File: src/shge_pkg.sv
// Shared types and codes for the sand hourglass grid engine.
// Used by shge_grid, shge_seq and sand_hourglass_grid_engine; no dependencies.
package shge_pkg;

    // Operation codes carried in the command
    localparam logic [2:0] OP_FILL   = 3'd0;
    localparam logic [2:0] OP_DROP   = 3'd1;
    localparam logic [2:0] OP_SETTLE = 3'd2;
    localparam logic [2:0] OP_FLIP   = 3'd3;
    localparam logic [2:0] OP_MASK   = 3'd4;
    localparam logic [2:0] OP_READ   = 3'd5;

    // Stream widths
    localparam int ROW_OUT_W  = 8;
    localparam int S_TDATA_W  = 16;
    localparam int M_TDATA_W  = 24;

    // Per-grid memory control
    typedef struct packed {
        logic rd_en;
        logic wr_en;
        logic clear;
    } grid_ctl_t;

    // One decoded command
    typedef struct packed {
        logic [2:0] op;
        logic       dir;
        logic       sel;
        logic       mval;
        logic [2:0] row;
    } cmd_t;

    // One result
    typedef struct packed {
        logic                 dropped;
        logic [ROW_OUT_W-1:0] row_b;
        logic [ROW_OUT_W-1:0] row_a;
    } res_t;

endpackage

File: src/shge_ram.sv
// Generic single-write, single-read synchronous RAM with registered read data.
// No dependencies.
module shge_ram #(
    parameter int WIDTH = 8,
    parameter int DEPTH = 8,
    localparam int AW = $clog2(DEPTH)
) (
    input  logic             clk,
    input  logic             wr_en,
    input  logic [AW-1:0]    wr_addr,
    input  logic [WIDTH-1:0] wr_data,
    input  logic             rd_en,
    input  logic [AW-1:0]    rd_addr,
    output logic [WIDTH-1:0] rd_data
);

    logic [WIDTH-1:0] mem [DEPTH];

    // write port
    always_ff @(posedge clk)
    begin
        if (wr_en)
        begin
            mem[wr_addr] <= wr_data;
        end
    end

    // registered read port
    always_ff @(posedge clk)
    begin
        if (rd_en)
        begin
            rd_data <= mem[rd_addr];
        end
    end

endmodule

File: src/shge_grid.sv
// One hourglass grid: row RAM plus per-row valid bits giving the reset pattern.
// Depends on shge_pkg and shge_ram.
module shge_grid #(
    parameter int   GRID_ROWS = 8,
    parameter int   GRID_COLS = 8,
    parameter logic RESET_ONE = 1'b0,
    localparam int  AW = $clog2(GRID_ROWS)
) (
    input  logic                 clk,
    input  logic                 rst_n,
    input  shge_pkg::grid_ctl_t  ctl,
    input  logic [AW-1:0]        rd_addr,
    input  logic [AW-1:0]        wr_addr,
    input  logic [GRID_COLS-1:0] wr_data,
    output logic [GRID_COLS-1:0] rd_data
);

    logic [GRID_ROWS-1:0] valid_reg;
    logic                 rd_valid_reg;
    logic [GRID_COLS-1:0] ram_q;

    shge_ram #(
        .WIDTH (GRID_COLS),
        .DEPTH (GRID_ROWS)
    ) u_ram (
        .clk     (clk),
        .wr_en   (ctl.wr_en),
        .wr_addr (wr_addr),
        .wr_data (wr_data),
        .rd_en   (ctl.rd_en),
        .rd_addr (rd_addr),
        .rd_data (ram_q)
    );

    // row valid bits: clear drops the grid back to its reset pattern
    always_ff @(posedge clk or negedge rst_n)
    begin
        if (!rst_n)
        begin
            valid_reg    <= '0;
            rd_valid_reg <= 1'b0;
        end
        else
        begin
            if (ctl.clear)
            begin
                valid_reg <= '0;
            end
            else if (ctl.wr_en)
            begin
                valid_reg[wr_addr] <= 1'b1;
            end
            if (ctl.rd_en)
            begin
                rd_valid_reg <= valid_reg[rd_addr];
            end
        end
    end

    // unwritten rows read as the reset pattern
    assign rd_data = rd_valid_reg ? ram_q : {GRID_COLS{RESET_ONE}};

    // a row is never read and written in the same cycle
    a_no_rw_same_row: assert property (@(posedge clk) disable iff (!rst_n)
        (ctl.rd_en && ctl.wr_en) |-> (rd_addr != wr_addr))
        else $error("grid read and write hit the same row");

endmodule

File: src/shge_seq.sv
// Operation sequencer: clears, reads or read-modify-writes one or both grid memories per command.
// Depends on shge_pkg.
module shge_seq #(
    parameter int  GRID_ROWS = 8,
    parameter int  GRID_COLS = 8,
    localparam int AW = $clog2(GRID_ROWS),
    localparam int CW = $clog2(GRID_COLS)
) (
    input  logic                 clk,
    input  logic                 rst_n,
    input  logic                 start,
    input  shge_pkg::cmd_t       cmd,
    output logic                 idle,
    input  logic                 res_free,
    output logic                 done,
    output shge_pkg::res_t       res,
    output shge_pkg::grid_ctl_t  ctl_a,
    output logic [AW-1:0]        rd_addr_a,
    output logic [AW-1:0]        wr_addr_a,
    output logic [GRID_COLS-1:0] wr_data_a,
    input  logic [GRID_COLS-1:0] rd_data_a,
    output shge_pkg::grid_ctl_t  ctl_b,
    output logic [AW-1:0]        rd_addr_b,
    output logic [AW-1:0]        wr_addr_b,
    output logic [GRID_COLS-1:0] wr_data_b,
    input  logic [GRID_COLS-1:0] rd_data_b
);

    localparam int MASK_LIMIT = GRID_COLS / 2 + GRID_ROWS;
    localparam int C0 = GRID_COLS / 2 - 1;
    localparam int C1 = GRID_COLS / 2;
    localparam logic [GRID_COLS-1:0] PAIR_MASK = GRID_COLS'(3) << C0;
    localparam logic [AW-1:0] LAST_ROW = AW'(GRID_ROWS - 1);

    // state codes
    localparam logic [4:0] ST_IDLE      = 5'd0;
    localparam logic [4:0] ST_FILL      = 5'd1;
    localparam logic [4:0] ST_RD_ROW    = 5'd2;
    localparam logic [4:0] ST_DONE      = 5'd3;
    localparam logic [4:0] ST_DROP_RD   = 5'd4;
    localparam logic [4:0] ST_DROP_WR   = 5'd5;
    localparam logic [4:0] ST_FLIP_RD0  = 5'd6;
    localparam logic [4:0] ST_FLIP_RD1  = 5'd7;
    localparam logic [4:0] ST_FLIP_WR0  = 5'd8;
    localparam logic [4:0] ST_FLIP_WR1  = 5'd9;
    localparam logic [4:0] ST_MASK_RD   = 5'd10;
    localparam logic [4:0] ST_MASK_WR   = 5'd11;
    localparam logic [4:0] ST_SET_INIT  = 5'd12;
    localparam logic [4:0] ST_SET_INIT2 = 5'd13;
    localparam logic [4:0] ST_SET_LOAD  = 5'd14;
    localparam logic [4:0] ST_SET_COL   = 5'd15;
    localparam logic [4:0] ST_SET_WB    = 5'd16;
    localparam logic [4:0] ST_SET_WB0   = 5'd17;

    logic [4:0]           state_reg;
    logic [4:0]           state_next;
    shge_pkg::cmd_t       cmd_reg;
    logic [AW-1:0]        row_reg;
    logic [CW-1:0]        col_reg;
    logic                 gsel_reg;
    logic                 outward_reg;
    logic                 dropped_reg;
    logic [GRID_COLS-1:0] cur_reg;
    logic [GRID_COLS-1:0] below_reg;
    logic [GRID_COLS-1:0] hold_a_reg;
    logic [GRID_COLS-1:0] hold_b_reg;

    logic                 row_ok;
    logic [GRID_COLS-1:0] src_row;
    logic                 drop_hit;
    logic                 tgt;
    logic [GRID_COLS-1:0] tgt_rd;
    logic [GRID_COLS-1:0] mrow;
    logic [GRID_COLS-1:0] mask_wr;
    logic [AW-1:0]        mirror_row;
    logic                 go_left;
    logic                 nc_ok;
    logic [CW-1:0]        nc;
    logic [GRID_COLS-1:0] cur_step;
    logic [GRID_COLS-1:0] below_step;
    logic                 g_rd_en;
    logic                 g_wr_en;
    logic [AW-1:0]        g_rd_addr;
    logic [AW-1:0]        g_wr_addr;
    logic [GRID_COLS-1:0] g_wr_data;

    // corner cells outside the hourglass outline in row y
    function automatic logic [GRID_COLS-1:0] mask_row(input logic [AW-1:0] y);
        logic [GRID_COLS-1:0] m;
        m = '0;
        for (int x = 0; x < GRID_COLS; x++)
        begin
            if ((x + int'(y) >= MASK_LIMIT) || (GRID_COLS - 1 - x + int'(y) >= MASK_LIMIT))
            begin
                m[x] = 1'b1;
            end
        end
        return m;
    endfunction

    // shared decode
    assign row_ok     = int'(cmd_reg.row) < GRID_ROWS;
    assign src_row    = cmd_reg.dir ? rd_data_b : rd_data_a;
    assign drop_hit   = src_row[C0] & src_row[C1];
    assign tgt        = ((state_reg == ST_MASK_RD) || (state_reg == ST_MASK_WR)) ?
                        cmd_reg.sel : gsel_reg;
    assign tgt_rd     = tgt ? rd_data_b : rd_data_a;
    assign mrow       = mask_row(row_reg);
    assign mask_wr    = (tgt_rd & ~mrow) | (cmd_reg.mval ? mrow : '0);
    assign mirror_row = LAST_ROW - row_reg;

    // one settle step on the cell at col_reg
    assign go_left = (col_reg >= CW'(GRID_COLS / 2)) != outward_reg;
    assign nc_ok   = go_left ? (col_reg != '0) : (col_reg != CW'(GRID_COLS - 1));
    assign nc      = nc_ok ? (go_left ? col_reg - 1'b1 : col_reg + 1'b1) : col_reg;

    always_comb
    begin
        cur_step   = cur_reg;
        below_step = below_reg;
        if (cur_reg[col_reg])
        begin
            if (!below_reg[col_reg])
            begin
                cur_step[col_reg]   = 1'b0;
                below_step[col_reg] = 1'b1;
            end
            else if (nc_ok && !below_reg[nc] && !cur_reg[nc])
            begin
                cur_step[col_reg] = 1'b0;
                below_step[nc]    = 1'b1;
            end
        end
    end

    // memory access per state
    always_comb
    begin
        ctl_a     = '0;
        ctl_b     = '0;
        rd_addr_a = '0;
        rd_addr_b = '0;
        wr_addr_a = '0;
        wr_addr_b = '0;
        wr_data_a = '0;
        wr_data_b = '0;
        g_rd_en   = 1'b0;
        g_wr_en   = 1'b0;
        g_rd_addr = '0;
        g_wr_addr = '0;
        g_wr_data = '0;
        unique case (state_reg)
            ST_FILL:
            begin
                ctl_a.clear = 1'b1;
                ctl_b.clear = 1'b1;
            end
            ST_RD_ROW:
            begin
                ctl_a.rd_en = row_ok;
                ctl_b.rd_en = row_ok;
                rd_addr_a   = AW'(cmd_reg.row);
                rd_addr_b   = AW'(cmd_reg.row);
            end
            ST_DROP_RD:
            begin
                ctl_a.rd_en = 1'b1;
                ctl_b.rd_en = 1'b1;
                rd_addr_a   = cmd_reg.dir ? '0 : LAST_ROW;
                rd_addr_b   = cmd_reg.dir ? LAST_ROW : '0;
            end
            ST_DROP_WR:
            begin
                ctl_a.wr_en = drop_hit;
                ctl_b.wr_en = drop_hit;
                wr_addr_a   = cmd_reg.dir ? '0 : LAST_ROW;
                wr_addr_b   = cmd_reg.dir ? LAST_ROW : '0;
                wr_data_a   = cmd_reg.dir ? (rd_data_a | PAIR_MASK) : (rd_data_a & ~PAIR_MASK);
                wr_data_b   = cmd_reg.dir ? (rd_data_b & ~PAIR_MASK) : (rd_data_b | PAIR_MASK);
            end
            ST_FLIP_RD0:
            begin
                ctl_a.rd_en = 1'b1;
                ctl_b.rd_en = 1'b1;
                rd_addr_a   = row_reg;
                rd_addr_b   = row_reg;
            end
            ST_FLIP_RD1:
            begin
                ctl_a.rd_en = 1'b1;
                ctl_b.rd_en = 1'b1;
                rd_addr_a   = mirror_row;
                rd_addr_b   = mirror_row;
            end
            ST_FLIP_WR0:
            begin
                ctl_a.wr_en = 1'b1;
                ctl_b.wr_en = 1'b1;
                wr_addr_a   = row_reg;
                wr_addr_b   = row_reg;
                wr_data_a   = rd_data_a;
                wr_data_b   = rd_data_b;
            end
            ST_FLIP_WR1:
            begin
                ctl_a.wr_en = 1'b1;
                ctl_b.wr_en = 1'b1;
                wr_addr_a   = mirror_row;
                wr_addr_b   = mirror_row;
                wr_data_a   = hold_a_reg;
                wr_data_b   = hold_b_reg;
            end
            ST_MASK_RD:
            begin
                g_rd_en   = 1'b1;
                g_rd_addr = row_reg;
            end
            ST_MASK_WR:
            begin
                g_wr_en   = 1'b1;
                g_wr_addr = row_reg;
                g_wr_data = mask_wr;
            end
            ST_SET_INIT:
            begin
                g_rd_en   = 1'b1;
                g_rd_addr = LAST_ROW;
            end
            ST_SET_INIT2:
            begin
                g_rd_en   = 1'b1;
                g_rd_addr = row_reg;
            end
            ST_SET_WB:
            begin
                g_wr_en   = 1'b1;
                g_wr_addr = row_reg + 1'b1;
                g_wr_data = below_reg;
                g_rd_en   = (row_reg != '0);
                g_rd_addr = row_reg - 1'b1;
            end
            ST_SET_WB0:
            begin
                g_wr_en   = 1'b1;
                g_wr_addr = '0;
                g_wr_data = cur_reg;
            end
            default:
            begin
            end
        endcase

        // single-grid accesses go to the target grid
        if (g_rd_en || g_wr_en)
        begin
            if (tgt)
            begin
                ctl_b.rd_en = g_rd_en;
                ctl_b.wr_en = g_wr_en;
                rd_addr_b   = g_rd_addr;
                wr_addr_b   = g_wr_addr;
                wr_data_b   = g_wr_data;
            end
            else
            begin
                ctl_a.rd_en = g_rd_en;
                ctl_a.wr_en = g_wr_en;
                rd_addr_a   = g_rd_addr;
                wr_addr_a   = g_wr_addr;
                wr_data_a   = g_wr_data;
            end
        end
    end

    // next state
    always_comb
    begin
        state_next = state_reg;
        unique case (state_reg)
            ST_IDLE:
            begin
                if (start)
                begin
                    unique case (cmd.op)
                        shge_pkg::OP_FILL:   state_next = ST_FILL;
                        shge_pkg::OP_DROP:   state_next = ST_DROP_RD;
                        shge_pkg::OP_SETTLE: state_next = ST_SET_INIT;
                        shge_pkg::OP_FLIP:   state_next = ST_FLIP_RD0;
                        shge_pkg::OP_MASK:   state_next = ST_MASK_RD;
                        default:             state_next = ST_RD_ROW;
                    endcase
                end
            end
            ST_FILL:      state_next = ST_RD_ROW;
            ST_RD_ROW:    state_next = ST_DONE;
            ST_DONE:      state_next = res_free ? ST_IDLE : ST_DONE;
            ST_DROP_RD:   state_next = ST_DROP_WR;
            ST_DROP_WR:   state_next = ST_RD_ROW;
            ST_FLIP_RD0:  state_next = ST_FLIP_RD1;
            ST_FLIP_RD1:  state_next = ST_FLIP_WR0;
            ST_FLIP_WR0:  state_next = ST_FLIP_WR1;
            ST_FLIP_WR1:
            begin
                state_next = (row_reg == AW'(GRID_ROWS / 2 - 1)) ? ST_RD_ROW : ST_FLIP_RD0;
            end
            ST_MASK_RD:   state_next = ST_MASK_WR;
            ST_MASK_WR:   state_next = (row_reg == LAST_ROW) ? ST_RD_ROW : ST_MASK_RD;
            ST_SET_INIT:  state_next = ST_SET_INIT2;
            ST_SET_INIT2: state_next = ST_SET_LOAD;
            ST_SET_LOAD:  state_next = ST_SET_COL;
            ST_SET_COL:
            begin
                state_next = (col_reg == CW'(GRID_COLS - 1)) ? ST_SET_WB : ST_SET_COL;
            end
            ST_SET_WB:    state_next = (row_reg == '0) ? ST_SET_WB0 : ST_SET_LOAD;
            ST_SET_WB0:   state_next = outward_reg ? ST_RD_ROW : ST_SET_INIT;
            default:      state_next = ST_IDLE;
        endcase
    end

    always_ff @(posedge clk or negedge rst_n)
    begin
        if (!rst_n)
        begin
            state_reg <= ST_IDLE;
        end
        else
        begin
            state_reg <= state_next;
        end
    end

    // working registers
    always_ff @(posedge clk)
    begin
        unique case (state_reg)
            ST_IDLE:
            begin
                if (start)
                begin
                    cmd_reg     <= cmd;
                    dropped_reg <= 1'b0;
                    row_reg     <= '0;
                    gsel_reg    <= cmd.dir;
                    outward_reg <= 1'b0;
                end
            end
            ST_DROP_WR:
            begin
                dropped_reg <= drop_hit;
            end
            ST_FLIP_RD1:
            begin
                hold_a_reg <= rd_data_a;
                hold_b_reg <= rd_data_b;
            end
            ST_FLIP_WR1, ST_MASK_WR:
            begin
                row_reg <= row_reg + 1'b1;
            end
            ST_SET_INIT:
            begin
                row_reg <= AW'(GRID_ROWS - 2);
            end
            ST_SET_INIT2:
            begin
                below_reg <= tgt_rd;
            end
            ST_SET_LOAD:
            begin
                cur_reg <= tgt_rd;
                col_reg <= '0;
            end
            ST_SET_COL:
            begin
                cur_reg   <= cur_step;
                below_reg <= below_step;
                col_reg   <= col_reg + 1'b1;
            end
            ST_SET_WB:
            begin
                if (row_reg != '0)
                begin
                    below_reg <= cur_reg;
                    row_reg   <= row_reg - 1'b1;
                end
            end
            ST_SET_WB0:
            begin
                if (!outward_reg)
                begin
                    gsel_reg    <= ~gsel_reg;
                    outward_reg <= 1'b1;
                end
            end
            default:
            begin
            end
        endcase
    end

    // result
    assign idle        = (state_reg == ST_IDLE);
    assign done        = (state_reg == ST_DONE) && res_free;
    assign res.row_a   = row_ok ? shge_pkg::ROW_OUT_W'(rd_data_a) : '0;
    assign res.row_b   = row_ok ? shge_pkg::ROW_OUT_W'(rd_data_b) : '0;
    assign res.dropped = dropped_reg;

    a_drop_flag_only_on_drop: assert property (@(posedge clk) disable iff (!rst_n)
        (done && res.dropped) |-> (cmd_reg.op == shge_pkg::OP_DROP))
        else $error("grain_dropped set for an operation other than drop");

    a_no_clear_during_write: assert property (@(posedge clk) disable iff (!rst_n)
        !((ctl_a.clear || ctl_b.clear) && (ctl_a.wr_en || ctl_b.wr_en)))
        else $error("grid clear overlaps a row write");

    a_settle_keeps_grains: assert property (@(posedge clk) disable iff (!rst_n)
        (state_reg == ST_SET_COL) |=>
        ($countones(cur_reg) + $countones(below_reg)) ==
        ($past($countones(cur_reg)) + $past($countones(below_reg))))
        else $error("settle step created or lost a grain");

endmodule

File: src/sand_hourglass_grid_engine.sv
// Throughput: one transaction at a time; the next is taken once the result sits in the
//   output register. The settle pass steps one cell per cycle through each grid's row RAM.
// Reset (rst_n, async low): grid A reads all ones, grid B all zeros via per-row valid bits;
//   no clearing pass, the block is ready right after reset.
module sand_hourglass_grid_engine #(
    parameter int GRID_ROWS = 8,
    parameter int GRID_COLS = 8
) (
    input  logic                           clk,
    input  logic                           rst_n,
    input  logic                           s_axis_tvalid,
    output logic                           s_axis_tready,
    // operation[2:0], direction[3], grid_select[4], mask_value[5], row_index[8:6]
    input  logic [shge_pkg::S_TDATA_W-1:0] s_axis_tdata,
    output logic                           m_axis_tvalid,
    input  logic                           m_axis_tready,
    // row_bits_a[7:0], row_bits_b[15:8], grain_dropped[16]
    output logic [shge_pkg::M_TDATA_W-1:0] m_axis_tdata
);

    localparam int AW = $clog2(GRID_ROWS);

    shge_pkg::cmd_t       cmd;
    shge_pkg::res_t       res;
    shge_pkg::grid_ctl_t  ctl_a;
    shge_pkg::grid_ctl_t  ctl_b;
    logic [AW-1:0]        rd_addr_a;
    logic [AW-1:0]        wr_addr_a;
    logic [AW-1:0]        rd_addr_b;
    logic [AW-1:0]        wr_addr_b;
    logic [GRID_COLS-1:0] wr_data_a;
    logic [GRID_COLS-1:0] wr_data_b;
    logic [GRID_COLS-1:0] rd_data_a;
    logic [GRID_COLS-1:0] rd_data_b;
    logic                 idle;
    logic                 start;
    logic                 done;
    logic                 res_free;
    logic                 m_valid_reg;
    logic [shge_pkg::M_TDATA_W-1:0] m_data_reg;

    // input unpack
    assign cmd.op   = s_axis_tdata[2:0];
    assign cmd.dir  = s_axis_tdata[3];
    assign cmd.sel  = s_axis_tdata[4];
    assign cmd.mval = s_axis_tdata[5];
    assign cmd.row  = s_axis_tdata[8:6];

    assign s_axis_tready = idle;
    assign start         = s_axis_tvalid && idle;

    shge_grid #(
        .GRID_ROWS (GRID_ROWS),
        .GRID_COLS (GRID_COLS),
        .RESET_ONE (1'b1)
    ) u_grid_a (
        .clk     (clk),
        .rst_n   (rst_n),
        .ctl     (ctl_a),
        .rd_addr (rd_addr_a),
        .wr_addr (wr_addr_a),
        .wr_data (wr_data_a),
        .rd_data (rd_data_a)
    );

    shge_grid #(
        .GRID_ROWS (GRID_ROWS),
        .GRID_COLS (GRID_COLS),
        .RESET_ONE (1'b0)
    ) u_grid_b (
        .clk     (clk),
        .rst_n   (rst_n),
        .ctl     (ctl_b),
        .rd_addr (rd_addr_b),
        .wr_addr (wr_addr_b),
        .wr_data (wr_data_b),
        .rd_data (rd_data_b)
    );

    shge_seq #(
        .GRID_ROWS (GRID_ROWS),
        .GRID_COLS (GRID_COLS)
    ) u_seq (
        .clk       (clk),
        .rst_n     (rst_n),
        .start     (start),
        .cmd       (cmd),
        .idle      (idle),
        .res_free  (res_free),
        .done      (done),
        .res       (res),
        .ctl_a     (ctl_a),
        .rd_addr_a (rd_addr_a),
        .wr_addr_a (wr_addr_a),
        .wr_data_a (wr_data_a),
        .rd_data_a (rd_data_a),
        .ctl_b     (ctl_b),
        .rd_addr_b (rd_addr_b),
        .wr_addr_b (wr_addr_b),
        .wr_data_b (wr_data_b),
        .rd_data_b (rd_data_b)
    );

    // output register
    assign res_free = !m_valid_reg || m_axis_tready;

    always_ff @(posedge clk or negedge rst_n)
    begin
        if (!rst_n)
        begin
            m_valid_reg <= 1'b0;
        end
        else if (done)
        begin
            m_valid_reg <= 1'b1;
        end
        else if (m_axis_tready)
        begin
            m_valid_reg <= 1'b0;
        end
    end

    always_ff @(posedge clk)
    begin
        if (done)
        begin
            m_data_reg <= shge_pkg::M_TDATA_W'(res);
        end
    end

    assign m_axis_tvalid = m_valid_reg;
    assign m_axis_tdata  = m_data_reg;

    // one command in flight: an accepted transaction closes the input side
    a_one_in_flight: assert property (@(posedge clk) disable iff (!rst_n)
        (s_axis_tvalid && s_axis_tready) |=> !s_axis_tready)
        else $error("input accepted while a command is in flight");

endmodule

File: config.mk
export PLATFORM = sky130hd
export DESIGN_NAME = sand_hourglass_grid_engine
export DESIGN_NICKNAME = d
export VERILOG_FILES = /design/src/shge_pkg.sv /design/src/shge_ram.sv /design/src/shge_grid.sv /design/src/shge_seq.sv /design/src/sand_hourglass_grid_engine.sv
export SDC_FILE = /design/constraint.sdc
export NUM_CORES = 1
export LEC_CHECK = 0
export ABC_AREA = 1
export BUFFER_PORTS_ARGS = -buffer_cell sky130_fd_sc_hd__buf_2
export CAP_MARGIN = 5
export CORE_UTILIZATION = 45
export DETAILED_ROUTE_END_ITERATION = 8
export SYNTH_ARGS = -nofsm -noshare
export SYNTH_HDL_FRONTEND = slang
export SYNTH_HIERARCHICAL = 1
export SYNTH_SLANG_ARGS = --single-unit
File: constraint.sdc
create_clock -name clk -period 4.31 [get_ports clk]
set_input_delay 0.862 -clock clk [delete_from_list [all_inputs] [get_ports clk]]
set_output_delay 0.862 -clock clk [all_outputs]
set_load 0.01 [all_outputs]
After elaboration in Yosys (flattened, before gate mapping)
Memories as Yosys holds them, arrays and structs flattened. A register that Yosys moved wholly into a read port is not among the register bits. Index checks and enable logic that the tools add are counted.

Bits in read-only memories: 0. Flip-flop bits (word level): 88. Input port bits: 20. Output and inout port bits: 26. Memories: 2. Memory bits (writable): 128. Latch bits: 0.

Memory list: u_grid_a.u_ram.mem (depth 8, bits a word 8, read ports 1, clocked after Yosys merged registers in 1, wr ports 1, line shge_ram.sv:17) `logic [WIDTH-1:0] mem [DEPTH];`; u_grid_b.u_ram.mem (depth 8, bits a word 8, read ports 1, clocked after Yosys merged registers in 1, wr ports 1, line shge_ram.sv:17).

Add/subtract/negate cells: 12. Muxes and demuxes: 105. Eq/ne operators: 31. Div/mod/pow operators: 0. Reductions and logical operators: 45. $mul: 0. $lt $le $gt $ge: 19. Bitwise operators: 11. Shift-type cells: 0.

Operator list (number): >= comparator 32 x 5 -> 1 bit, second input constant (7); two-way mux 8 bit (19); case mux 8 bit (3 select lines) (4); case mux 5 bit (17 select lines) (1); two-way mux 3 bit (15); == test 5 x 4 -> 1 bit, second input constant (8); bitwise OR 8 bit (5); case mux 3 bit (4 select lines) (3); two-way mux 5 bit (6); two-way mux 1 bit (28); case mux 3 bit (3 select lines) (3); less-than comparator 3 x 4 -> 1 bit, second input constant (6); == test 5 x 3 -> 1 bit, second input constant (4); case mux 4 bit (5 select lines) (1); binary-select mux 1 bit (select 3 bit) (6); adder 3 x 3 -> 4 bit, first input constant (4); bitwise AND 8 bit (2); NOT 8 bit (2); case mux 8 bit (2 select lines) (1); demux 1 bit (select 3 bit) (4); >= comparator 3 x 1 -> 1 bit, second input constant (4); case mux 3 bit (2 select lines) (2); nonzero test 2 bit (6); == test 5 x 2 -> 1 bit, second input constant (2); other kinds (34) (80).

Depth between registers and ports, before layout
Gate-level depths: netlist of the first run.

Depth in word-level cells: 13. Gate-level depth with buffers: 18.

Modules after synthesis
The synthesis of the first run kept the hierarchy.

Modules (own cells, without submodules): shge_ram (cells each 303, area an instance 3130.5 sq um, times used 2); shge_seq (cells each 571, area an instance 4380.5 sq um, times used 1); shge_grid (cells each 82, area an instance 520.5 sq um, times used 2); sand_hourglass_grid_engine (cells each 32, area an instance 619.3 sq um, times used 1).

Least setup slack after synthesis of the first run
OpenSTA, ideal clock, no wires.

Path type: flip-flop to flip-flop. From: reg u_seq.state_reg[3]. To: reg u_grid_b.u_ram.rd_data[5], read port of u_grid_b.u_ram.mem (data pin). Data arrival time: 2595 ps. Data required time: 4058 ps. Cell stages (with the launch flop): 13. Clock period less this slack: 2848 ps. Setup time: 252 ps. Slack: 1462 ps. Cells stage by stage: dfrtp_1 > nor2_1 > nand2_1 > nor2_1 > a221oi_1 > o211ai_1 > buf_6 > buf_4 > nand2_1 > nand3_1 > nand2_1 > nand2_1 > nand2_1.

Longest elaborated chain between the ends: 5.

Ends and longest elaborated chain: start, declared (line shge_seq.sv:55) `logic [4:0] state_reg;`; start signal, assigned (line shge_seq.sv:329) `state_reg <= state_next;`; == test 5 x 4 -> 1 bit (tied with other cells) (line shge_seq.sv:152) `unique case (state_reg)`; OR reduction 2 bit (no line) (tied with other cells); case mux 3 bit (3 select lines) (tied with other cells) (line shge_seq.sv:152); two-way mux 3 bit / logical OR 1 bit (equally long branches) (line shge_seq.sv:256, shge_seq.sv:254); two-way mux 3 bit (*) (line shge_seq.sv:254) `if (g_rd_en || g_wr_en)`; named net rd_addr_b[0] (line sand_hourglass_grid_engine.sv:29) `logic [AW-1:0] rd_addr_b;`; end, declared (line shge_ram.sv:14) `output logic [WIDTH-1:0] rd_data`.

The timed path passes the listed nets; every way through them passes the cells marked *. A chain may end at the register's enable or synchronous reset.

Final worst setup path of the first run
From: reg u_seq.state_reg[4]. To: mem u_grid_a.u_ram.mem[6][5] (enable).

RTL lines: == test 5 x 4 -> 1 bit (tied with other cells) (line shge_seq.sv:152); OR reduction 3 bit (no line) / logical OR 1 bit (equally long branches); case mux 1 bit (2 select lines) (tied with other cells) (line shge_seq.sv:152); logical OR 1 bit / two-way mux 3 bit (equally long branches) (line shge_seq.sv:254, shge_seq.sv:256); two-way mux 3 bit (*) (line shge_seq.sv:254); named net wr_addr_a[1] (line sand_hourglass_grid_engine.sv:28) `logic [AW-1:0] wr_addr_a;`; end, declared (line shge_ram.sv:17).

Marked as above.

==> results of run 1 <==
through the flow:
| stage | area [sq um] | worst slack [ns] | hold WS, ns | std cells |
|---|---|---|---|---|
| finish | 13500 | 0.764 | 0.348 | 1755 |
| global route | 13500 | 0.517 | 0.392 | 1755 |
| CTS | 13500 | 0.788 | 0.357 | 1755 |
| detailed placement | 12600 | 0.802 | 0.413 | 1707 |
| global placement | 12600 | 0.860 | 0.452 | 1707 |
| floorplan | 12300 | 1.46 | 0.490 | 1379 |
worst min-delay path by stage:
stage / endpoint / slack [ns] / depth (start not counted)
after CTS: u_grid_a/valid_reg[2]$_DFFE_PN0P_ / 0.36 / 1
after floorplan: m_axis_tdata[16]$_DFFE_PP_ / 0.49 / 1
final: u_grid_a/valid_reg[2]$_DFFE_PN0P_ / 0.35 / 1
after global placement: m_axis_tdata[16]$_DFFE_PP_ / 0.45 / 0
after global routing: u_grid_a/valid_reg[3]$_DFFE_PN0P_ / 0.39 / 1
after detailed placement: m_axis_tdata[16]$_DFFE_PP_ / 0.41 / 0
Yosys cell counts, types with 2 or more instances:
| cell | n | share of area [%] |
|---|---|---|
| sky130_fd_sc_hd__nand2_1 | 405 | 12 |
| sky130_fd_sc_hd__inv_1 | 252 | 7.7 |
| sky130_fd_sc_hd__edfxtp_1 | 208 | 51 |
| sky130_fd_sc_hd__nand3_1 | 115 | 4.7 |
| sky130_fd_sc_hd__nor2_1 | 85 | 2.6 |
| sky130_fd_sc_hd__buf_4 | 35 | 2.1 |
| sky130_fd_sc_hd__a21oi_1 | 33 | 1.3 |
| sky130_fd_sc_hd__o21ai_0 | 27 | 1.1 |
| sky130_fd_sc_hd__dfrtp_1 | 24 | 4.9 |
| sky130_fd_sc_hd__o211ai_1 | 22 | 1.3 |
| sky130_fd_sc_hd__ha_1 | 16 | 1.6 |
| sky130_fd_sc_hd__inv_2 | 15 | 0.46 |
| sky130_fd_sc_hd__buf_6 | 14 | 1.3 |
| sky130_fd_sc_hd__buf_2 | 11 | 0.45 |
| sky130_fd_sc_hd__nor2_2 | 10 | 0.51 |
| sky130_fd_sc_hd__o22ai_1 | 9 | 0.46 |
| sky130_fd_sc_hd__nand2_4 | 8 | 0.73 |
| sky130_fd_sc_hd__nor3_1 | 8 | 0.33 |
| sky130_fd_sc_hd__o21ai_2 | 8 | 0.57 |
| sky130_fd_sc_hd__nand2_2 | 7 | 0.36 |
| sky130_fd_sc_hd__a221oi_1 | 6 | 0.43 |
| sky130_fd_sc_hd__o221ai_1 | 6 | 0.43 |
| sky130_fd_sc_hd__clkbuf_1 | 4 | 0.12 |
| sky130_fd_sc_hd__nand3b_1 | 4 | 0.24 |
| sky130_fd_sc_hd__a21oi_2 | 3 | 0.21 |
| sky130_fd_sc_hd__inv_4 | 3 | 0.15 |
| sky130_fd_sc_hd__nand3_4 | 3 | 0.43 |
| sky130_fd_sc_hd__nand4_1 | 3 | 0.15 |
| sky130_fd_sc_hd__a211oi_1 | 2 | 0.12 |
| sky130_fd_sc_hd__a22oi_1 | 2 | 0.12 |
| sky130_fd_sc_hd__clkinv_1 | 2 | 0.061 |
| sky130_fd_sc_hd__o21a_1 | 2 | 0.12 |
| sky130_fd_sc_hd__o21ai_1 | 2 | 0.081 |
| sky130_fd_sc_hd__xor2_1 | 2 | 0.14 |
power by group:
part,total [mW],switching (mW),internal [mW]
Clock,2.35,0.884,1.46
Combinational,2.86,2.06,0.800
Sequential,3.11,0.144,2.96
worst max-delay path, stage by stage (launching register included):
cell	delay, ns
sky130_fd_sc_hd__dfrtp_1	0.43
sky130_fd_sc_hd__inv_2	0.11
sky130_fd_sc_hd__nand3_4	0.13
sky130_fd_sc_hd__inv_4	0.10
sky130_fd_sc_hd__nand3b_2	0.09
sky130_fd_sc_hd__nand2_4	0.33
sky130_fd_sc_hd__inv_1	0.25
sky130_fd_sc_hd__o21ai_0	0.91
sky130_fd_sc_hd__nand2_1	0.18
sky130_fd_sc_hd__nor2_1	0.64
layer usage:
| metal | GRT usage (%) | part of all wire, % | up-vias |
|---|---|---|---|
| met2 | 34.0 | 47 | 239 |
| li1 | - | - | 4418 |
| met3 | 3.00 | 5.3 | 58 |
| met1 | 29.5 | 45 | 4171 |
| met5 | 0 | 0 | - |
| met4 | 6.46 | 2.7 | 0 |
cells by family (layout without fill, tap and decap cells):
family | after synthesis | count (layout) | synth area share (%)
buffers and inverters | 338 | 373 | 12.6
adders and majority gates | 16 | 16 | 1.63
and+or+nand+nor | 653 | 653 | 22.8
AOI/OAI and AO/OA | 130 | 130 | 7.04
xor gates and xnor gates | 3 | 3 | 0.275
other | 1 | 7 | 0.0305
DFF | 232 | 232 | 55.7
final cells by class:
| type | instances | share of cell area [%] |
|---|---|---|
| clock inverters | 14 | 1.48 |
| clock buffers | 34 | 5.28 |
| well taps | 341 | 3.17 |
| flip-flops and latches | 232 | 50.8 |
| inverters | 273 | 7.70 |
| repair buffers | 52 | 2.32 |
| multi-input cells | 809 | 29.2 |
==> impl_metrics.yaml, run 1 <==
worst_setup_path:
  r2r_start: "u_seq/state_reg[4]$_DFFE_PN0P_"
  setup.worst_path.end_class: "flop"
  cp_data_arrival_time_ns: 3.71
  cp.required_ns: 4.47
  worstPathMaxFanout: 33
  worst-r2r-cell-count: 9
  reg2reg_slack_ns: 0.76
  worst_setup_path_startpoint: "u_seq/state_reg[4]$_DFFE_PN0P_"
  setup.worst_path.end: "u_grid_a/u_ram/mem[6][5]$_DFFE_PP_"
  critical_path.reg2reg.endpoint: "u_grid_a/u_ram/mem[6][5]$_DFFE_PP_"
  worst_setup_path_start_kind: "flop"
  timing_worst_setup_path_type: "reg2reg"
drt:
  drt_pass1_iterations: 5
  routed-via-count: 8886
  drt-vias-per-instance: 5.06
  avgRoutedWirePerCell_um: 16.5
  drc_errors: 0
  wl_um: 29000
  detailedRoute.firstIterationViolations: 677
  ant_nets: 0
job:
  max_cap_viol_count: 0
yosys:
  synth_cells: 1373
  sequential_to_total_area_share_from_yosys_stat_pct: 55.7
  synth_async_sr_flop_share_pct: 10.3
  yosys_register_bits: 232
  synth-edff-count: 208
  synth.avg_cell_area_sq_um: 8.96
  netlist_area_sq_um: 12300
  ys.warnings.count: 6
  ys.flop_type: "sky130_fd_sc_hd__edfxtp_1"
  synth_cell_type_count: 51
layout:
  finish.utilization_pct: 50.1
  area.growth.synth_to_final_pct: 9.51
  sequential_cell_area_sq_um: 6850
  most-common-layout-cells: "sky130_fd_sc_hd__nand2_1 (405), sky130_fd_sc_hd__inv_1 (252), sky130_fd_sc_hd__edfxtp_1 (208)"
  filler_cell_count: 2532
  multi_input_area_sq_um: 3940
  post_route_cells_drive_above_1_share_pct: 11.3
  diodes: 0
  final_common_cell: "sky130_fd_sc_hd__nand2_1"
  design.final.nets: 1430
clock_tree:
  ctsResizeCount: 0
  cts_htree_levels: 1
  root_buffer: "sky130_fd_sc_hd__clkbuf_16"
  worst_setup_hold_path_clk_slew_ns: 0.06
  number_of_buffers_inserted_during_clock_tree_synthesis: 26
  clock_sink_count: 232
  cts_tree: "built"
  clock_buffer_depth: 3
  cts_post_setup_buffers_inserted: 0
  clock_insertion_delay_worst_skew_ns: 0.53
  cts.hold.buffers_added: 0
pwr:
  peakVddDrop_mv: 0.344
  cellLeakagePower_nw: 6.05
  power_per_cell_area_nw_per_um2: 617
  total_power_mw: 8.31
sta:
  timing.setup.tns_ns: 0
  finalSetupViolations: 0
  tightestPinTransition_ns: 1.09
  finalMaxSlewViolations: 0
  max_clock_freq_ghz: 0.282
  relative_max_transition_margin_pct: 26.5
  worst_clock_skew_ns: 0.0247
  finalCriticalPeriod_ns: 3.55
  timing.final.crit_share_pct: 82.3
  hold_viol_final: 0
  grt_setup_unrepaired: "false"
floorplan:
  row_count: 60
  ioPinCount: 46
  dieWidth_um: 167
  dieArea_sq_um: 28000
  core_area_sq_um: 26900
  start_util_pct: 45.8
  die_height_um: 167
global_route:
  maximum_number_of_pins_on_one_net_before_global_route_repair: 39
  globalRouteTotalUtil_pct: 21.1
  grt_antenna_before_repair: 0
  globalRouteOverflowTotal: 0
  grt_first_pass_wirelength_um: 46200
  first_global_vias: 8529
placed_design:
  place_hpwl_um: 20000
  numPortBuffers: 31
  final_gp_congestion: 0.907
status:
  run_status: "finished clean"
hold_path:
  min-delay-path-class: "in2async"
Note: power is estimated with default switching activity, not from simulation.
==> run 2, diff against run 1 <==
Clock period 4.31 ns to 3.5 ns, I/O delays scaled along.
==> run 2 against run 1 <==
Power grew 25%. Via count grew 0.41%. Design area grew 1.6%. Global-route usage shrank 0.65 points. Combinational power grew 26%. Worst hold slack lost 0.15 ns. Die area is the same. Maximum frequency grew 14%. Register-to-register slack lost 0.38 ns.
==> impl_metrics.yaml, run 2 (synthesis gave the netlist of run 1 again) <==
status:
  run_status: "finished clean"
layout:
  post_route_cells_drive_above_1_share_pct: 12.8
  diodes: 0
  design.final.nets: 1449
  filler_cell_count: 2434
  most-common-layout-cells: "sky130_fd_sc_hd__nand2_1 (405), sky130_fd_sc_hd__inv_1 (252), sky130_fd_sc_hd__edfxtp_1 (208)"
  final_cell_area_sq_um: 13700
  area.growth.synth_to_final_pct: 11.2
  final_common_cell: "sky130_fd_sc_hd__nand2_1"
floorplan:
  die_height_um: 167
  ioPinCount: 46
  row_count: 60
  start_util_pct: 45.8
  core_area_sq_um: 26900
  dieWidth_um: 167
  dieArea_sq_um: 28000
clock_tree:
  clock_insertion_delay_worst_skew_ns: 0.53
  clock_sink_count: 232
  cts_tree: "built"
  cts.hold.buffers_added: 0
  cts_post_setup_buffers_inserted: 0
  cts_htree_levels: 1
  number_of_buffers_inserted_during_clock_tree_synthesis: 27
  clock_buffer_depth: 3
  root_buffer: "sky130_fd_sc_hd__clkbuf_16"
  worst_setup_hold_path_clk_slew_ns: 0.06
  ctsResizeCount: 0
worst_setup_path:
  worst_setup_path_start_kind: "flop"
  worst-r2r-cell-count: 10
  worst_path_dominant_cell_family: "simple AND/OR/NAND/NOR gates"
  critPathBufInv: 3
  critPathMostFrequentCell: "sky130_fd_sc_hd__nor2_1"
  slowest_stage_cell_crit_path: "sky130_fd_sc_hd__nor2_1"
  critical_path.reg2reg.endpoint: "u_grid_a/u_ram/mem[2][7]$_DFFE_PP_"
  setup.worst_path.end_class: "flop"
  worst_setup_path_startpoint: "u_seq/state_reg[1]$_DFFE_PN0P_"
  timing_worst_setup_path_type: "reg2reg"
  cp.required_ns: 3.66
  cp_slowest_stage_delay_ns: 0.61
  crit_path_cell_trace: "nor2_2 -> inv_2 -> nor2_1 -> inv_1 -> o21ai_0 -> nor2_1 -> o21ai_0 -> buf_4 -> nand2_1 -> nor2_1"
  r2r_start: "u_seq/state_reg[1]$_DFFE_PN0P_"
  worstPathMaxFanout: 8
  cp_data_arrival_time_ns: 3.27
  reg2reg_slack_ns: 0.39
placed_design:
  numPortBuffers: 31
  place_hpwl_um: 20500
  detailed_place.area_sq_um: 12700
  final_gp_congestion: 0.917
  place_worst_setup_slack_ns: 0.444
global_route:
  maximum_number_of_pins_on_one_net_before_global_route_repair: 39
  first_global_vias: 8561
  grt_antenna_before_repair: 0
  grt_first_pass_wirelength_um: 44900
  globalRouteOverflowTotal: 0
  globalRouteTotalUtil_pct: 20.4
drt:
  drc_errors: 0
  avgRoutedWirePerCell_um: 16.0
  detailedRoute.firstIterationViolations: 630
  wl_um: 28400
  drt_pass1_iterations: 6
  ant_nets: 0
  drt-vias-per-instance: 5.03
  routed-via-count: 8922
job:
  max_cap_viol_count: 0
sta:
  relative_max_transition_margin_pct: 41.3
  worst_clock_skew_ns: 0.0110
  timing.setup.tns_ns: 0
  finalMaxSlewViolations: 0
  finalSetupViolations: 0
  tightestPinTransition_ns: 0.877
  finalCriticalPeriod_ns: 3.11
  max_clock_freq_ghz: 0.321
  timing.final.crit_share_pct: 88.9
  final_critical_path_setup_slack_ns: 0.387
  hold_viol_final: 0
  grt_setup_unrepaired: "false"
hold_path:
  min-delay-path-class: "in2async"
pwr:
  power_per_cell_area_nw_per_um2: 761
  cellLeakagePower_nw: 6.18
  peakVddDrop_mv: 0.535
run 2: cell count changes in the layout (fill, tap and decap cells not counted), sizes merged:
cell | previous run | this run
clkinv | 9 | 7
inv | 272 | 273
buf | 52 | 70
clkinvlp | 1 | 2
run 2: final cells by class:
cell class                      count  area [sq um]  share of cell area [%]
Inverter                          273          1040                    7.58
Timing Repair Buffer               70           473                    3.46
Clock buffer                       34           752                    5.50
Clock inverter                     14           211                    1.55
Sequential cell                   232          6850                    50.0
Tap cell                          341           427                    3.12
Multi-Input combinational cell    809          3940                    28.8
run 2: worst register-to-register path: cells and delay by family (launching register included):
kind | cells | cell delay (ns)
and+or+nand+nor | 5 | 1.39
DFF | 1 | 0.50
buffers and inverters | 3 | 0.49
AOI/OAI and AO/OA | 2 | 0.37
run 2: metrics by stage:
| step | hold slack (ns) | power [mW] | utilization (%) | cells |
|---|---|---|---|---|
| floorplan | 0.404 | 6.60 | - | 1379 |
| global placement | 0.441 | 7.42 | 47.3 | 1725 |
| detailed placement | 0.407 | 7.49 | 47.3 | 1725 |
| CTS | 0.198 | 10.5 | 50.9 | 1773 |
| global route | 0.241 | 11.1 | 50.9 | 1773 |
| finish | 0.198 | 10.4 | 50.9 | 1773 |
run 2: where the power goes:
group,total [mW],internal (mW),switching (mW),leakage (nW)
clock network,2.99,1.89,1.11,0.471
logic,3.60,1.07,2.53,3.46
registers,3.82,3.65,0.173,2.25
total,10.4,6.61,3.81,6.18
run 2: worst max path at each step:
stage | to | cells after the start | slack [ns]
finish | u_grid_a/u_ram/mem[2][7]$_DFFE_PP_ | 10 | 0.39
global route | u_grid_a/u_ram/mem[2][2]$_DFFE_PP_ | 10 | 0.08
CTS | u_grid_a/u_ram/mem[2][7]$_DFFE_PP_ | 10 | 0.41
detailed placement | u_grid_a/u_ram/mem[2][6]$_DFFE_PP_ | 10 | 0.44
global placement | u_grid_a/u_ram/mem[2][6]$_DFFE_PP_ | 10 | 0.42
floorplan | u_grid_b/u_ram/rd_data[5]$_DFFE_PP_ | 12 | 0.65
run 2: layer usage:
layer | global-route usage (%) | vias up | wire (um)
met3 | 2.29 | 54 | 1790
met1 | 28.2 | 4125 | 12700
met5 | 0 | - | 0
met2 | 33.8 | 285 | 13100
li1 | - | 4458 | -
met4 | 6.50 | 0 | 772
==> run 3, diff against run 2 <==
Settings changed: PLACE_DENSITY set to 0.63, RECOVER_POWER set to 25.
==> run 3 against run 2 <==
The run now ends with max-capacitance violations left. Power is 2.6% lower. Clock skew up 0.00075 ns. Critical endpoint is now u_grid_b/u_ram/mem[4][4]$_DFFE_PP_. Routed wire length rose by 0.27%. Design area shrank 1.2%. Core utilization down 0.61 points. Highest routed layer unchanged. Setup slack gained 0.031 ns. Worst hold slack improved by 0.15 ns. Largest power group unchanged. Clock power shrank 7.7%.
==> impl_metrics.yaml, run 3 (synthesis gave the netlist of run 1 again) <==
status:
  run_status: "finished with violations"
  violations_in_the_final_reports: "max-capacitance violations"
global_route:
  grt_first_pass_wirelength_um: 45500
  grt_antenna_before_repair: 0
  globalRouteOverflowTotal: 0
  first_global_vias: 8616
  maximum_number_of_pins_on_one_net_before_global_route_repair: 39
  globalRouteTotalUtil_pct: 20.7
drt:
  wl_um: 28500
  routed-via-count: 8913
  detailedRoute.firstIterationViolations: 670
  drt-met1-wl_um: 13000
  drt-vias-per-instance: 5.04
  avgRoutedWirePerCell_um: 16.1
  met3_wirelength_um: 1400
  ant_nets: 0
  dr_top_layer: "met4"
  drt_pass1_iterations: 5
  routed-wl-met2_um: 13200
  drc_errors: 0
clock_tree:
  worst_setup_hold_path_clk_slew_ns: 0.06
  root_buffer: "sky130_fd_sc_hd__clkbuf_16"
  cts.hold.buffers_added: 0
  cts_htree_levels: 1
  clock_insertion_delay_worst_skew_ns: 0.52
  cts_tree: "built"
  number_of_buffers_inserted_during_clock_tree_synthesis: 26
  clock_sink_count: 232
  ctsResizeCount: 0
  clock_buffer_depth: 3
  cts_post_setup_buffers_inserted: 0
layout:
  post_route_cells_drive_above_1_share_pct: 9.94
  multi_input_area_sq_um: 3920
  diodes: 0
  filler_cell_count: 2552
  design.final.nets: 1446
  most-common-layout-cells: "sky130_fd_sc_hd__nand2_1 (406), sky130_fd_sc_hd__inv_1 (254), sky130_fd_sc_hd__edfxtp_1 (208)"
  area.growth.synth_to_final_pct: 9.92
  finish.utilization_pct: 50.3
  final_common_cell: "sky130_fd_sc_hd__nand2_1"
  sequential_cell_area_sq_um: 6850
sta:
  finalMaxSlewViolations: 0
  relative_max_transition_margin_pct: 0.710
  grt_setup_unrepaired: "false"
  whs_ns: 0.348
  tightestPinTransition_ns: 1.49
  max_clock_freq_ghz: 0.324
  hold_viol_final: 0
  timing.final.crit_share_pct: 88.1
  final_critical_path_setup_slack_ns: 0.418
  worst_clock_skew_ns: 0.0117
  finalSetupViolations: 0
  timing.setup.tns_ns: 0
  finalCriticalPeriod_ns: 3.08
placed_design:
  numPortBuffers: 31
  place_hpwl_um: 20200
  place_worst_setup_slack_ns: 0.433
  final_gp_congestion: 0.943
hold_path:
  worstHoldPathCells: 1
  min-delay-path-class: "in2reg"
  worstHoldStart: "s_axis_tdata[6]"
  timing.hold.worst_endpoint: "u_seq/cmd_reg[0]$_DFFE_PP_"
worst_setup_path:
  cp.required_ns: 3.65
  crit_path_cell_trace: "nor2_1 -> inv_2 -> nor2_4 -> inv_2 -> nor2_1 -> inv_2 -> o31ai_4 -> a21oi_1 -> nand2_1 -> nand2_1 -> nor2_1"
  setup.worst_path.end_class: "flop"
  worstPathMaxFanout: 8
  critical_path.reg2reg.endpoint: "u_grid_b/u_ram/mem[4][4]$_DFFE_PP_"
  slowest_stage_cell_crit_path: "sky130_fd_sc_hd__nor2_1"
  timing_worst_setup_path_type: "reg2reg"
  worst-r2r-cell-count: 11
  r2r_start: "u_seq/state_reg[1]$_DFFE_PN0P_"
  worst_setup_path_start_kind: "flop"
  cp_slowest_stage_delay_ns: 0.62
  cp_data_arrival_time_ns: 3.23
  reg2reg_slack_ns: 0.42
pwr:
  cellLeakagePower_nw: 6.06
  power_per_cell_area_nw_per_um2: 750
  peakVddDrop_mv: 0.489
  total_power_mw: 10.1
floorplan:
  ioPinCount: 46
  dieWidth_um: 167
  dieArea_sq_um: 28000
  die_height_um: 167
  core_area_sq_um: 26900
  row_count: 60
  start_util_pct: 45.8
job:
  max_cap_viol_count: 1
-- run 3: layer usage --
layer	global-route usage, %	up-vias
met5	0	-
li1	-	4464
met3	2.69	56
met1	28.8	4162
met4	6.78	0
met2	33.7	231
-- run 3: worst max path at each step --
stage	from	to	slack, ns	depth (start not counted)
finish	u_seq/state_reg[1]$_DFFE_PN0P_	u_grid_b/u_ram/mem[4][4]$_DFFE_PP_	0.42	11
global route	u_seq/state_reg[1]$_DFFE_PN0P_	u_grid_a/u_ram/mem[6][2]$_DFFE_PP_	0.13	10
CTS	u_seq/state_reg[1]$_DFFE_PN0P_	u_grid_b/u_ram/mem[6][1]$_DFFE_PP_	0.40	9
detailed placement	u_seq/state_reg[1]$_DFFE_PN0P_	u_grid_a/u_ram/mem[6][1]$_DFFE_PP_	0.43	10
global placement	u_seq/state_reg[1]$_DFFE_PN0P_	u_grid_b/u_ram/mem[6][1]$_DFFE_PP_	0.52	9
floorplan	u_seq/state_reg[3]$_DFFE_PN0P_	u_grid_b/u_ram/rd_data[5]$_DFFE_PP_	0.65	12
-- run 3: layout make-up --
class | instances | share of cell area [%]
well taps | 341 | 3.16
inverters | 273 | 7.67
repair buffers | 68 | 3.09
multi-input cells | 809 | 29.0
clock buffers | 32 | 5.14
clock inverters | 15 | 1.30
flip-flops and latches | 232 | 50.6
-- run 3: report_power, final --
part	total [mW]	leakage [nW]	internal [mW]	switching (mW)
combinational	3.56	3.38	1.04	2.52
clock	2.76	0.427	1.70	1.06
sequential	3.82	2.25	3.65	0.168
-- run 3: stage by stage --
| step | instances | instance area, sq um |
|---|---|---|
| finish | 1770 | 13500 |
| global route | 1770 | 13500 |
| CTS | 1770 | 13600 |
| detailed placement | 1723 | 12700 |
| global placement | 1723 | 12700 |
| floorplan | 1379 | 12300 |
-- run 3: worst max-delay path, delay by kind of cell (launching register included) --
family | cells | cell delay, ns
AO/OA/AOI/OAI | 2 | 0.31
buffers and inverters | 3 | 0.29
flip-flops | 1 | 0.49
AND/OR/NAND/NOR | 6 | 1.61
